`src/hw/rtl/rpn_pkg.sv`:
```
// RPN calculator package: operation and error codes, sequencer states.
// No dependencies.
package rpn_pkg;
	typedef enum logic [2:0] {
		FN_PUSH = 3'd0, FN_POP = 3'd1, FN_ADD = 3'd2, FN_NEG = 3'd3,
		FN_MUL = 3'd4, FN_DIV = 3'd5, FN_CLR = 3'd6, FN_NOP = 3'd7
	} func_t;

	typedef enum logic [2:0] {
		ERR_OK = 3'd0, ERR_POP = 3'd1, ERR_UNARY = 3'd2, ERR_BINARY = 3'd3,
		ERR_OVERFLOW = 3'd4, ERR_DIVZERO = 3'd5, ERR_FULL = 3'd6
	} err_t;

	typedef enum logic [2:0] {
		ST_IDLE, ST_RD1, ST_RD2, ST_EXEC, ST_MUL, ST_DIV, ST_WB, ST_OUT
	} state_t;

	localparam logic [63:0] Q_MAX = 64'h7FFF_FFFF_FFFF_FFFF;
	localparam logic [63:0] Q_MIN = 64'h8000_0000_0000_0000;

	// Apply sign to magnitude and saturate.
	function automatic logic [64:0] sign_sat(input logic [63:0] mag, input logic neg,
			input logic big);
		logic [64:0] r;
		if (neg) begin
			if (big || mag > Q_MIN) r = {1'b1, Q_MIN};
			else r = {1'b0, 64'd0 - mag};
		end else begin
			if (big || mag > Q_MAX) r = {1'b1, Q_MAX};
			else r = {1'b0, mag};
		end
		return r;
	endfunction
endpackage

```
`src/hw/rtl/rpn_divider.sv`:
```
// Restoring divider, one quotient bit per cycle: ({num,32'b0}) / den on magnitudes.
// Depends on rpn_pkg.
module rpn_divider
	import rpn_pkg::*;
(
	input  logic        clk,
	input  logic        arst_n,
	input  logic        start,
	input  logic [63:0] num,
	input  logic [63:0] den,
	output logic        done,
	output logic [63:0] quo,
	output logic        big
);
	logic [95:0] n_q;
	logic [63:0] r_q;
	logic [63:0] den_q;
	logic [6:0]  cnt_q;
	logic        busy_q;
	logic [64:0] rs;
	logic        take;

	assign rs = {r_q, n_q[95]};
	assign take = rs >= {1'b0, den_q};
	assign done = busy_q && cnt_q == 7'd0;

	// Shift in one numerator bit per cycle, subtract when it fits.
	always_ff @(posedge clk or negedge arst_n) begin
		if (!arst_n) begin
			busy_q <= 1'b0;
			cnt_q <= '0;
		end else if (start) begin
			busy_q <= 1'b1;
			cnt_q <= 7'd96;
		end else if (busy_q) begin
			if (cnt_q == 7'd0) busy_q <= 1'b0;
			else cnt_q <= cnt_q - 7'd1;
		end
	end

	always_ff @(posedge clk) begin
		if (start) begin
			n_q <= {num, 32'd0};
			r_q <= '0;
			den_q <= den;
			quo <= '0;
			big <= 1'b0;
		end else if (busy_q && cnt_q != 7'd0) begin
			n_q <= {n_q[94:0], 1'b0};
			r_q <= take ? 64'(rs - {1'b0, den_q}) : rs[63:0];
			if (quo[63]) big <= 1'b1;
			quo <= {quo[62:0], take};
		end
	end
endmodule

```
`config.mk`:
```
export PLATFORM = sky130hd
export DESIGN_NAME = rpn_divider
export DESIGN_NICKNAME = d
export VERILOG_FILES = /design/src/hw/rtl/rpn_pkg.sv /design/src/hw/rtl/rpn_divider.sv
export SDC_FILE = /design/constraint.sdc
export NUM_CORES = 1
export LEC_CHECK = 0
export ABC_AREA = 1
export BUFFER_PORTS_ARGS = -buffer_cell sky130_fd_sc_hd__clkbuf_2
export CAP_MARGIN = 20
export CORE_MARGIN = 2
export CORE_UTILIZATION = 30
export DETAILED_ROUTE_END_ITERATION = 10
export GPL_TIMING_DRIVEN = 0
export SLEW_MARGIN = 20
export SYNTH_ARGS = -nofsm -noshare
export SYNTH_HDL_FRONTEND = slang
export SYNTH_SLANG_ARGS = --single-unit
```
`constraint.sdc`:
```
create_clock -name clk -period 5.2 [get_ports clk]
set_clock_uncertainty 0.2 [all_clocks]
set_input_delay 1.04 -clock clk [delete_from_list [all_inputs] [get_ports clk]]
set_output_delay 1.04 -clock clk [all_outputs]
set_load 0.005 [all_outputs]
```
* Word level (Yosys, flattened, before mapping)
Index checks and enable logic that the tools add are counted.
** Word-level totals
- Flip-flop bits (word level) :: 265
- Input port bits :: 131
- Output and inout bits :: 66
- Logic and storage cells :: 28
** Cells by class
- $add $sub $neg :: 2
- Order comparisons :: 1
- Equal/unequal tests :: 1
- Muxes and demuxes :: 9
- Reductions and logical operators :: 8
** Operators by type and width (number)
- two-way mux 96 bit :: 2
- >= comparator 65 x 64 -> 1 bit :: 1
- two-way mux 64 bit :: 1
- subtractor 64 bit :: 1
- two-way mux 7 bit :: 3
- logical NOT 7 bit :: 1
- nonzero test 7 bit :: 1
- subtractor 7 x 1 -> 7 bit, second input constant :: 1
- AND reduction 2 bit :: 2
- nonzero test 2 bit :: 2
- two-way mux 1 bit :: 3
- logical AND 1 bit :: 2
- != test 2 bit, second input constant :: 1

* Logic depth before layout (Yosys ltp)
Gate-level depths: netlist of run 1.
- Word-level depth :: 4
- Gate-level depth with buffers :: 20
- Depth with buffers taken out :: 19

* Least setup slack after synthesis of run 1
Ideal clock, no wire load.
- Path kind :: in2reg
- Start :: input start
- End :: register n_q[32] (enable)
- Library setup time :: 455 ps
- Arrival time :: 3497 ps
- Data required time :: 4545 ps
- Slack :: 1048 ps
- Cell stages on the path :: 4
- Buffers on the path :: 2
- Cells stage by stage :: clkbuf_1 -> nor2_2 -> inv_1 -> clkbuf_1
** On the way
- Cells in the longest elaborated chain, start to end :: 1
** RTL lines
- from (decl) :: RTL line rpn_divider.sv:8 : input logic start,
- nonzero test 2 bit (no line)
- to (signal assigned) :: RTL line rpn_divider.sv:43 : n_q <= {num, 32'd0};
- to (signal assigned) :: RTL line rpn_divider.sv:49 : n_q <= {n_q[94:0], 1'b0};
- to (decl) :: RTL line rpn_divider.sv:15 : logic [95:0] n_q;
Every way passes these cells.
A chain may end at the register's enable or synchronous reset.

* Final worst setup path of run 1
- Start :: input start
- End :: register n_q[83] (enable)
Same word-level chain as after synthesis.

==> metrics.cfg, run 1 <==
[setup_path]
required_ns = 5.29
cp-start-kind = input port
critPathCaptureType = flip-flop
arrival_ns = 3.40
crit_type = input port to flip-flop
worstPathMaxFanout = 42

[finish]
stdcell_count = 3277
fin_nets = 2760
final_common_cell = nand2_1
final_cell_mix = nand2_1, inv_1, clkbuf_2
area_growth_pct = 18.9
diodes = 0
postLayoutCellArea_um2 = 19100
drive_above_1_share_pct = 12.5

[clocking]
cts_buffers = 35
clk_pin_slew_ns = 0.06
cts_tree = done
cts_hold_buf = 0
clk_latency_ns = 0.56
h-tree-depth = 2
cts.sink_count = 265
cts_root_buffer = clkbuf_16
cts_buffer_depth = 3
cts_resized = 0
cts_setup_buffers = 0

[timing]
max-slew-margin-rel_pct = 45.2
period_share_pct = 63.8
finalSetupViolations = 0
hold_viol_final = 0
maxSlewViolCount = 0
fin_setup_tns_ns = 0
fmax_mhz = 302
worstMarginPinSlew_ns = 0.822
rsz0062_at_grt = false
fin_crit_ns = 3.32

[power_and_ir_drop]
pwr-share-seq_pct = 28.7
ir_drop_v = 0.000262
power.switching_mw = 4.24
power_frac_clock_pct = 24.8
comb_power_share_pct = 46.5
p_per_area_nw_per_um2 = 505
p_sw_share_pct = 43.9
intPower_mw = 5.42
p_total_mw = 9.67
p_leak_nw = 9.82

[route]
firstDrtPassIters = 6
ant_nets = 0
drc_errors = 0
routed_wl_mm = 53.6
routed-via-count = 15200
drtIter0Drc = 1088
via_per_inst = 4.62
wl_per_cell_um = 16.4

[yosys]
synth_cell_types = 46
syn_nets = 2525
synth-adder-area-share_pct = 5.26
ys_warn_count = 0
synth_flop_cell = dfxtp_1
avgSynthCellArea_um2 = 6.92
synthArstFlopShare_pct = 3.02
ys_ff_latch = 265
synth-seq-area-share_pct = 41.2
synth_top_family_by_area = simple AND/OR/NAND/NOR gates
synthCells = 2327
synthMuxAreaShare_pct = 0
synth_edf_count = 128
synth-simple-area-share_pct = 31.6
synth_compound_area_share_pct = 7.58
synth_xor_area_share_pct = 1.74
netlist_area_um2 = 16100

[grt]
overflow = 0
first_global_vias = 14700
grt_first_pass_wirelength_mm = 82.7
antenna_found_initial = 2
grt_max_degree = 43
globalRouteTotalUtil_pct = 19.2

[placement]
dp_cells = 3213
port_buffers = 196
place_congestion = 0.993
dpl.hpwl_mm = 42.8
dpl_cell_area_um2 = 18000

[floorplanning]
initial_utilization_pct = 30.5
dieArea_um2 = 55500
die_w_um = 236
die_h_um = 236
rows = 84
num_io_pins = 197
coreArea_um2 = 52800

[job]
maxCapViolCount = 0

[worst_hold_path]
hold_path_class = input port to async pin

[status]
status = completed

[synthesized netlist by cell type, types with 6 or more instances]
cell type / number / area, um^2
clkbuf_1: 31 / 116
dfrtp_1: 8 / 200
ha_1: 66 / 826
nor2_2: 11 / 68.8
inv_2: 8 / 30.0
and2_1: 6 / 37.5
o211ai_1: 10 / 75.1
nand2_2: 7 / 43.8
xnor2_1: 27 / 236
nand3b_1: 8 / 60.1
buf_1: 10 / 37.5
nand4_1: 34 / 213
nor2_1: 149 / 559
nand2_1: 878 / 3300
o21ai_0: 23 / 115
nor3_1: 15 / 75.1
o22ai_1: 62 / 388
dfxtp_1: 129 / 2580
a21oi_2: 9 / 78.8
buf_2: 8 / 40.0
inv_1: 445 / 1670
a21oi_1: 65 / 325
o21bai_1: 9 / 67.6
o21ai_1: 23 / 115
nand3_1: 118 / 591
edfxtp_1: 128 / 3840
[power groups by stage]
stage / logic, mW / registers [mW] / clock network, mW
after floorplan: 3.14 / 2.74 / 0
after global placement: 4.40 / 2.81 / 0
after detailed placement: 4.40 / 2.81 / 0
after CTS: 4.43 / 2.77 / 2.47
after global routing: 5.03 / 2.82 / 2.54
final: 4.49 / 2.78 / 2.40
[state kept, by name, summed over array words and instances (netlist names)]
name,cells
busy_q,1
quo,64
den_q,64
n_q,64
cnt_q,7
r_q,64
big,1
[stage by stage]
| step | hold WS, ns | setup slack (ns) | utilization (%) |
|---|---|---|---|
| after floorplan | 0.244 | 1.05 | - |
| after global placement | 0.246 | -1.89 | 34.0 |
| after detailed placement | 0.249 | 1.26 | 34.1 |
| after CTS | 0.120 | 1.85 | 36.3 |
| after global routing | 0.127 | 1.72 | 36.3 |
| final | 0.138 | 1.88 | 36.3 |
[worst max-delay path, cell delays in order]
cell and delay (ns):
clkbuf_4 0.32, clkbuf_1 0.37, nor2_2 0.68, inv_1 0.21
clkbuf_4 0.39, buf_12 0.29
[logic make-up (layout without fill, tap and decap cells)]
kind of cell | count (synthesis) | after routing
buf+inv | 514 | 776
xor+xnor | 32 | 32
flops | 265 | 265
compound gates | 207 | 207
simple gates | 1242 | 1242
fa+ha+maj | 67 | 67
[cell type report]
cell class / instances / area [um^2]
Fill cell: 5805 / 33600
Multi-Input combinational cell: 1548 / 7440
Sequential cell: 265 / 6630
Inverter: 453 / 1700
Timing Repair Buffer: 198 / 1020
Clock buffer: 45 / 965
Tap cell: 688 / 861
Buffer: 61 / 334
Clock inverter: 19 / 193
[worst paths after layout]
path                                 startpoint                   end  slack, ns  cells past startpoint
max in group asynchronous                arst_n  cnt_q[5]$_DFFE_PN0P_       4.47                      1
setup / recovery                          start     n_q[83]$_DFFE_PP_       1.88                      6
min in group clk               big$_SDFFE_PP0P_      big$_SDFFE_PP0P_       0.25                      2
hold / removal                           arst_n  cnt_q[3]$_DFFE_PN0P_       0.14                      1
setup reg to reg           r_q[44]$_SDFFE_PP0P_  r_q[51]$_SDFFE_PP0P_       2.00                     16
hold reg to reg                big$_SDFFE_PP0P_      big$_SDFFE_PP0P_       0.25                      2
[metal layers]
metal	GRT usage (%)	wire (um)
met3	5.01	4720
met5	0	27
met2	31.3	23800
met4	5.93	1500
met1	24.8	23600
Power figures use the tool's default switching activity.
==> run 2, diff against run 1 <==
==> constraint.sdc (replaced) <==
create_clock -name clk -period 3.16 [get_ports clk]
set_clock_uncertainty 0.2 [all_clocks]
set_input_delay 0.632 -clock clk [delete_from_list [all_inputs] [get_ports clk]]
set_output_delay 0.632 -clock clk [all_outputs]
set_load 0.005 [all_outputs]
==> metrics.cfg, run 2 (synthesis gave the netlist of run 1 again) <==
[floorplanning]
die_w_um = 236
dieArea_um2 = 55500
num_io_pins = 197
die_h_um = 236
coreArea_um2 = 52800
rows = 84
initial_utilization_pct = 30.5

[route]
firstDrtPassIters = 5
ant_nets = 0
wl_per_cell_um = 16.3
drtIter0Drc = 1139
via_per_inst = 4.59
drc_errors = 0
routed-via-count = 15000
routed_wl_mm = 53.4

[setup_path]
cp-start-kind = flip-flop
critPathCaptureType = flip-flop
critPathTopFamily = simple AND/OR/NAND/NOR gates
arrival_ns = 3.21
crit_slowest_cell = ha_2
crit_top_cell = nand2_1
cp_num_buf_inv = 2
required_ns = 3.38
slowest_delay_ns = 0.44
crit_type = flip-flop to flip-flop
cp_cell_sequence = ha_2, nand2_1, nor2_1, nand2_1, nor2_2, nand2_2, nor2_1, nor2_1, nand2_1, nor2_2, nand2_4, buf_12, buf_8, nand3_2, o211ai_1, nand2_1
worstPathMaxFanout = 10

[worst_hold_path]
hold_path_class = input port to flip-flop

[power_and_ir_drop]
intPower_mw = 8.85
p_per_area_nw_per_um2 = 825
p_leak_nw = 9.77
power_frac_clock_pct = 23.9
p_sw_share_pct = 44.0
ir_drop_v = 0.000378
comb_power_share_pct = 47.2
pwr-share-seq_pct = 28.9
power.switching_mw = 6.94

[timing]
fin_crit_ns = 2.99
worstMarginPinSlew_ns = 0.963
max-slew-margin-rel_pct = 35.8
rsz0062_at_grt = false
maxSlewViolCount = 0
finalSetupViolations = 0
hold_viol_final = 0
fmax_mhz = 335
period_share_pct = 94.5

[placement]
dp_cells = 3213
place_congestion = 0.998
dpl.hpwl_mm = 42.8
port_buffers = 196

[clocking]
h-tree-depth = 2
cts.sink_count = 265
cts_buffer_depth = 3
clk_pin_slew_ns = 0.06
cts_buffers = 34
clk_latency_ns = 0.57
cts_tree = done
cts_root_buffer = clkbuf_16

[grt]
globalRouteTotalUtil_pct = 19.2
grt_first_pass_wirelength_mm = 82.4
antenna_found_initial = 3
grt_max_degree = 47
overflow = 0
first_global_vias = 14500

[finish]
final_cell_mix = nand2_1, inv_1, clkbuf_2
fin_nets = 2759
drive_above_1_share_pct = 12.6
area_growth_pct = 18.9
final_common_cell = nand2_1
stdcell_count = 3276
utilization_pct = 36.3

[status]
status = completed

[job]
maxCapViolCount = 0

==> run 2: changes by cell type in the layout (fill, tap and decap cells not counted), moves of 6 or more <==
cell      delta
clkbuf_1     +6
clkinv_2     -6
ha_1         -7
ha_2         +6
==> run 2: worst paths after layout <==
path / startpoint / end / slack [ns] / cells past startpoint
worst max-delay path: r_q[44]$_SDFFE_PP0P_ / r_q[45]$_SDFFE_PP0P_ / 0.17 / 16
worst min-delay path: den[2] / den_q[2]$_DFFE_PP_ / 0.04 / 1
worst max register to register: r_q[44]$_SDFFE_PP0P_ / r_q[45]$_SDFFE_PP0P_ / 0.17 / 16
worst min register to register: big$_SDFFE_PP0P_ / big$_SDFFE_PP0P_ / 0.26 / 2
max in group asynchronous: arst_n / busy_q$_DFF_PN0_ / 2.30 / 2
min in group asynchronous: arst_n / cnt_q[3]$_DFFE_PN0P_ / 0.28 / 2
==> run 2: metal layers <==
| metal | wire, um | vias up | GRT usage, % |
|---|---|---|---|
| met4 | 1340 | 4 | 5.58 |
| met1 | 24100 | 6761 | 25.1 |
| met3 | 4230 | 74 | 4.35 |
| li1 | - | 7732 | - |
| met2 | 23800 | 452 | 31.5 |
| met5 | 27 | - | 0 |
==> run 2: what timing repair did <==
| action | CTS | global route |
|---|---|---|
| resized for setup | 0 | 20 |
| buffers inserted | 0 | 0 |
| hold buffers | 1 | 0 |
| setup endpoints to repair | 44 | 95 |
| hold endpoints to repair | 8 | 0 |
==> run 2: per-stage QoR <==
| step | area [um^2] | setup TNS, ns | total power [mW] | setup WS [ns] | hold WS [ns] |
|---|---|---|---|---|---|
| after floorplan | 16100 | 0 | 9.69 | 0.479 | 0.136 |
| after global placement | 17900 | -309.26 | 11.9 | -2.02 | 0.248 |
| after detailed placement | 18000 | -81.79 | 11.9 | -0.626 | 0.257 |
| after CTS | 19100 | 0 | 15.7 | 0.0629 | 0.0141 |
| after global routing | 19100 | 0 | 16.9 | 0.0283 | 0.0222 |
| final | 19100 | 0 | 15.8 | 0.173 | 0.0372 |
==> run 2: power by group through the flow <==
| stage | Sequential, mW | Combinational (mW) | Clock (mW) |
|---|---|---|---|
| after CTS | 4.56 | 7.28 | 3.88 |
| after detailed placement | 4.62 | 7.25 | 0 |
| after global placement | 4.62 | 7.25 | 0 |
| after global routing | 4.63 | 8.26 | 4.02 |
| final | 4.56 | 7.45 | 3.78 |
| after floorplan | 4.51 | 5.17 | 0 |
==> run 2: final cells by class <==
cell class                      instances  area, um^2
Clock buffer                           49         927
Inverter                              453        1700
Multi-Input combinational cell       1548        7490
Timing Repair Buffer                  199        1040
Antenna cell                            1        2.50
Tap cell                              688         861
Clock inverter                         13         146
Sequential cell                       265        6630
Buffer                                 60         337
Fill cell                            5787       33600
==> run 3, diff against run 2 <==
--- a/config.mk
+++ b/config.mk
@@ -12,6 +12,7 @@
 export CORE_UTILIZATION = 30
 export DETAILED_ROUTE_END_ITERATION = 10
 export GPL_TIMING_DRIVEN = 0
+export HOLD_SLACK_MARGIN = 0.06
 export SLEW_MARGIN = 20
 export SYNTH_ARGS = -nofsm -noshare
 export SYNTH_HDL_FRONTEND = slang
==> metrics.cfg, run 3 (synthesis gave the netlist of run 1 again) <==
[status]
status = completed

[floorplanning]
dieArea_um2 = 55500
initial_utilization_pct = 30.5
num_io_pins = 197
coreArea_um2 = 52800
rows = 84
die_w_um = 236
die_h_um = 236

[timing]
worst_hold_slack_ns = 0.0821
maxSlewViolCount = 0
fin_crit_ns = 2.99
finalSetupViolations = 0
hold_viol_final = 0
final.setup.worst_slack_ns = 0.167
max-slew-margin-rel_pct = 36.1
period_share_pct = 94.7
worstMarginPinSlew_ns = 0.958
fin_setup_tns_ns = 0
fmax_mhz = 334
rsz0062_at_grt = false

[worst_hold_path]
hold_path_class = input port to flip-flop
whs_path_depth = 1

[power_and_ir_drop]
p_leak_nw = 10.0
p_per_area_nw_per_um2 = 803
ir_drop_v = 0.000378

[placement]
dpl.hpwl_mm = 42.8
dp_slack_ns = -0.626
port_buffers = 196
place_congestion = 0.998

[route]
routed_wl_mm = 53.8
wl_per_cell_um = 16.2
firstDrtPassIters = 5
ant_nets = 0
drtIter0Drc = 1167
drc_errors = 0
routed-via-count = 15300
via_per_inst = 4.59

[grt]
overflow = 0
globalRouteTotalUtil_pct = 19.3
grt_first_pass_wirelength_mm = 83.3
antenna_found_initial = 0
first_global_vias = 14800
grt_max_degree = 47

[clocking]
cts.sink_count = 265
clk_latency_ns = 0.57
h-tree-depth = 2
cts_tree = done
cts_setup_buffers = 0
clk_pin_slew_ns = 0.05
cts_root_buffer = clkbuf_16
cts_buffer_depth = 3
cts_buffers = 34

[finish]
final_cell_mix = nand2_1, inv_1, clkbuf_2
diodes = 0
drive_above_1_share_pct = 12.4
fin_nets = 2816
final_common_cell = nand2_1
nFillCells = 5743
area_growth_pct = 22.4
utilization_pct = 37.3

[setup_path]
reg2regPathDepth = 17
crit_type = flip-flop to flip-flop
arrival_ns = 3.21
required_ns = 3.38
ff2ff_setup_slack_ns = 0.17
worstPathMaxFanout = 10
critPathCaptureType = flip-flop
cp-start-kind = flip-flop

[job]
maxCapViolCount = 0

run 3: layout make-up:
| class | count | area (um^2) | area share [%] |
|---|---|---|---|
| clock inverters | 13 | 146 | 0.743 |
| clock buffers | 49 | 927 | 4.71 |
| repair buffers | 256 | 1610 | 8.18 |
| flip-flops and latches | 265 | 6630 | 33.6 |
| inverters | 453 | 1700 | 8.63 |
| well taps | 688 | 861 | 4.37 |
| plain buffers | 60 | 337 | 1.71 |
| multi-input cells | 1548 | 7490 | 38.0 |
run 3: worst max-delay path: stages, from the launching register on:
cell and delay (ns):
edfxtp_1 0.32, inv_1 0.05, ha_1 0.47, nand2_1 0.13, nor2_1 0.20, nand2_2 0.15
nor2_1 0.19, nand3_1 0.10, nor2_1 0.13, nor2_1 0.05, nand2_1 0.08, nor2_2 0.06
nand2_4 0.09, buf_12 0.16, buf_8 0.17, nand3_2 0.10, o211ai_1 0.14, nand2_1 0.08
run 3: power by group:
| part | internal (mW) | switching, mW | leakage [nW] | total (mW) |
|---|---|---|---|---|
| clock | 2.16 | 1.60 | 0.520 | 3.77 |
| combinational | 2.54 | 4.96 | 7.02 | 7.50 |
| sequential | 4.18 | 0.380 | 2.47 | 4.56 |
| total | 8.89 | 6.94 | 10.0 | 15.8 |
run 3: worst paths after layout:
kind                                      from                    to
min                                    den[42]   den_q[42]$_DFFE_PP_
max reg2reg                den_q[49]$_DFFE_PP_  r_q[45]$_SDFFE_PP0P_
max                        den_q[49]$_DFFE_PP_  r_q[45]$_SDFFE_PP0P_
max in group asynchronous               arst_n      busy_q$_DFF_PN0_
min reg2reg                   big$_SDFFE_PP0P_      big$_SDFFE_PP0P_
min in group asynchronous               arst_n  cnt_q[3]$_DFFE_PN0P_
run 3: repair_timing:
item | 4_1_cts | 5_1_grt
resized for setup | 0 | 20
hold buffers | 58 | 0
endpoints found under the hold margin | 65 | 0
pin swaps | 0 | 0
setup endpoints to repair | 44 | 95
run 3: metrics by stage:
step           instances  power [mW]  cell area, um^2
2_1_floorplan       2327        9.69            16100
3_3_place_gp        3211        11.9            17900
3_5_place_dp        3213        11.9            18000
4_1_cts             3332        15.8            19600
5_1_grt             3332        17.0            19700
6_report            3332        15.8            19700
run 3: layer usage:
metal	track usage, %	wire length [um]	share of wire (%)
met1	25.4	24200	45
met4	5.58	1310	2.4
met5	0	0	0
met3	4.02	4230	7.9
met2	31.9	24100	45
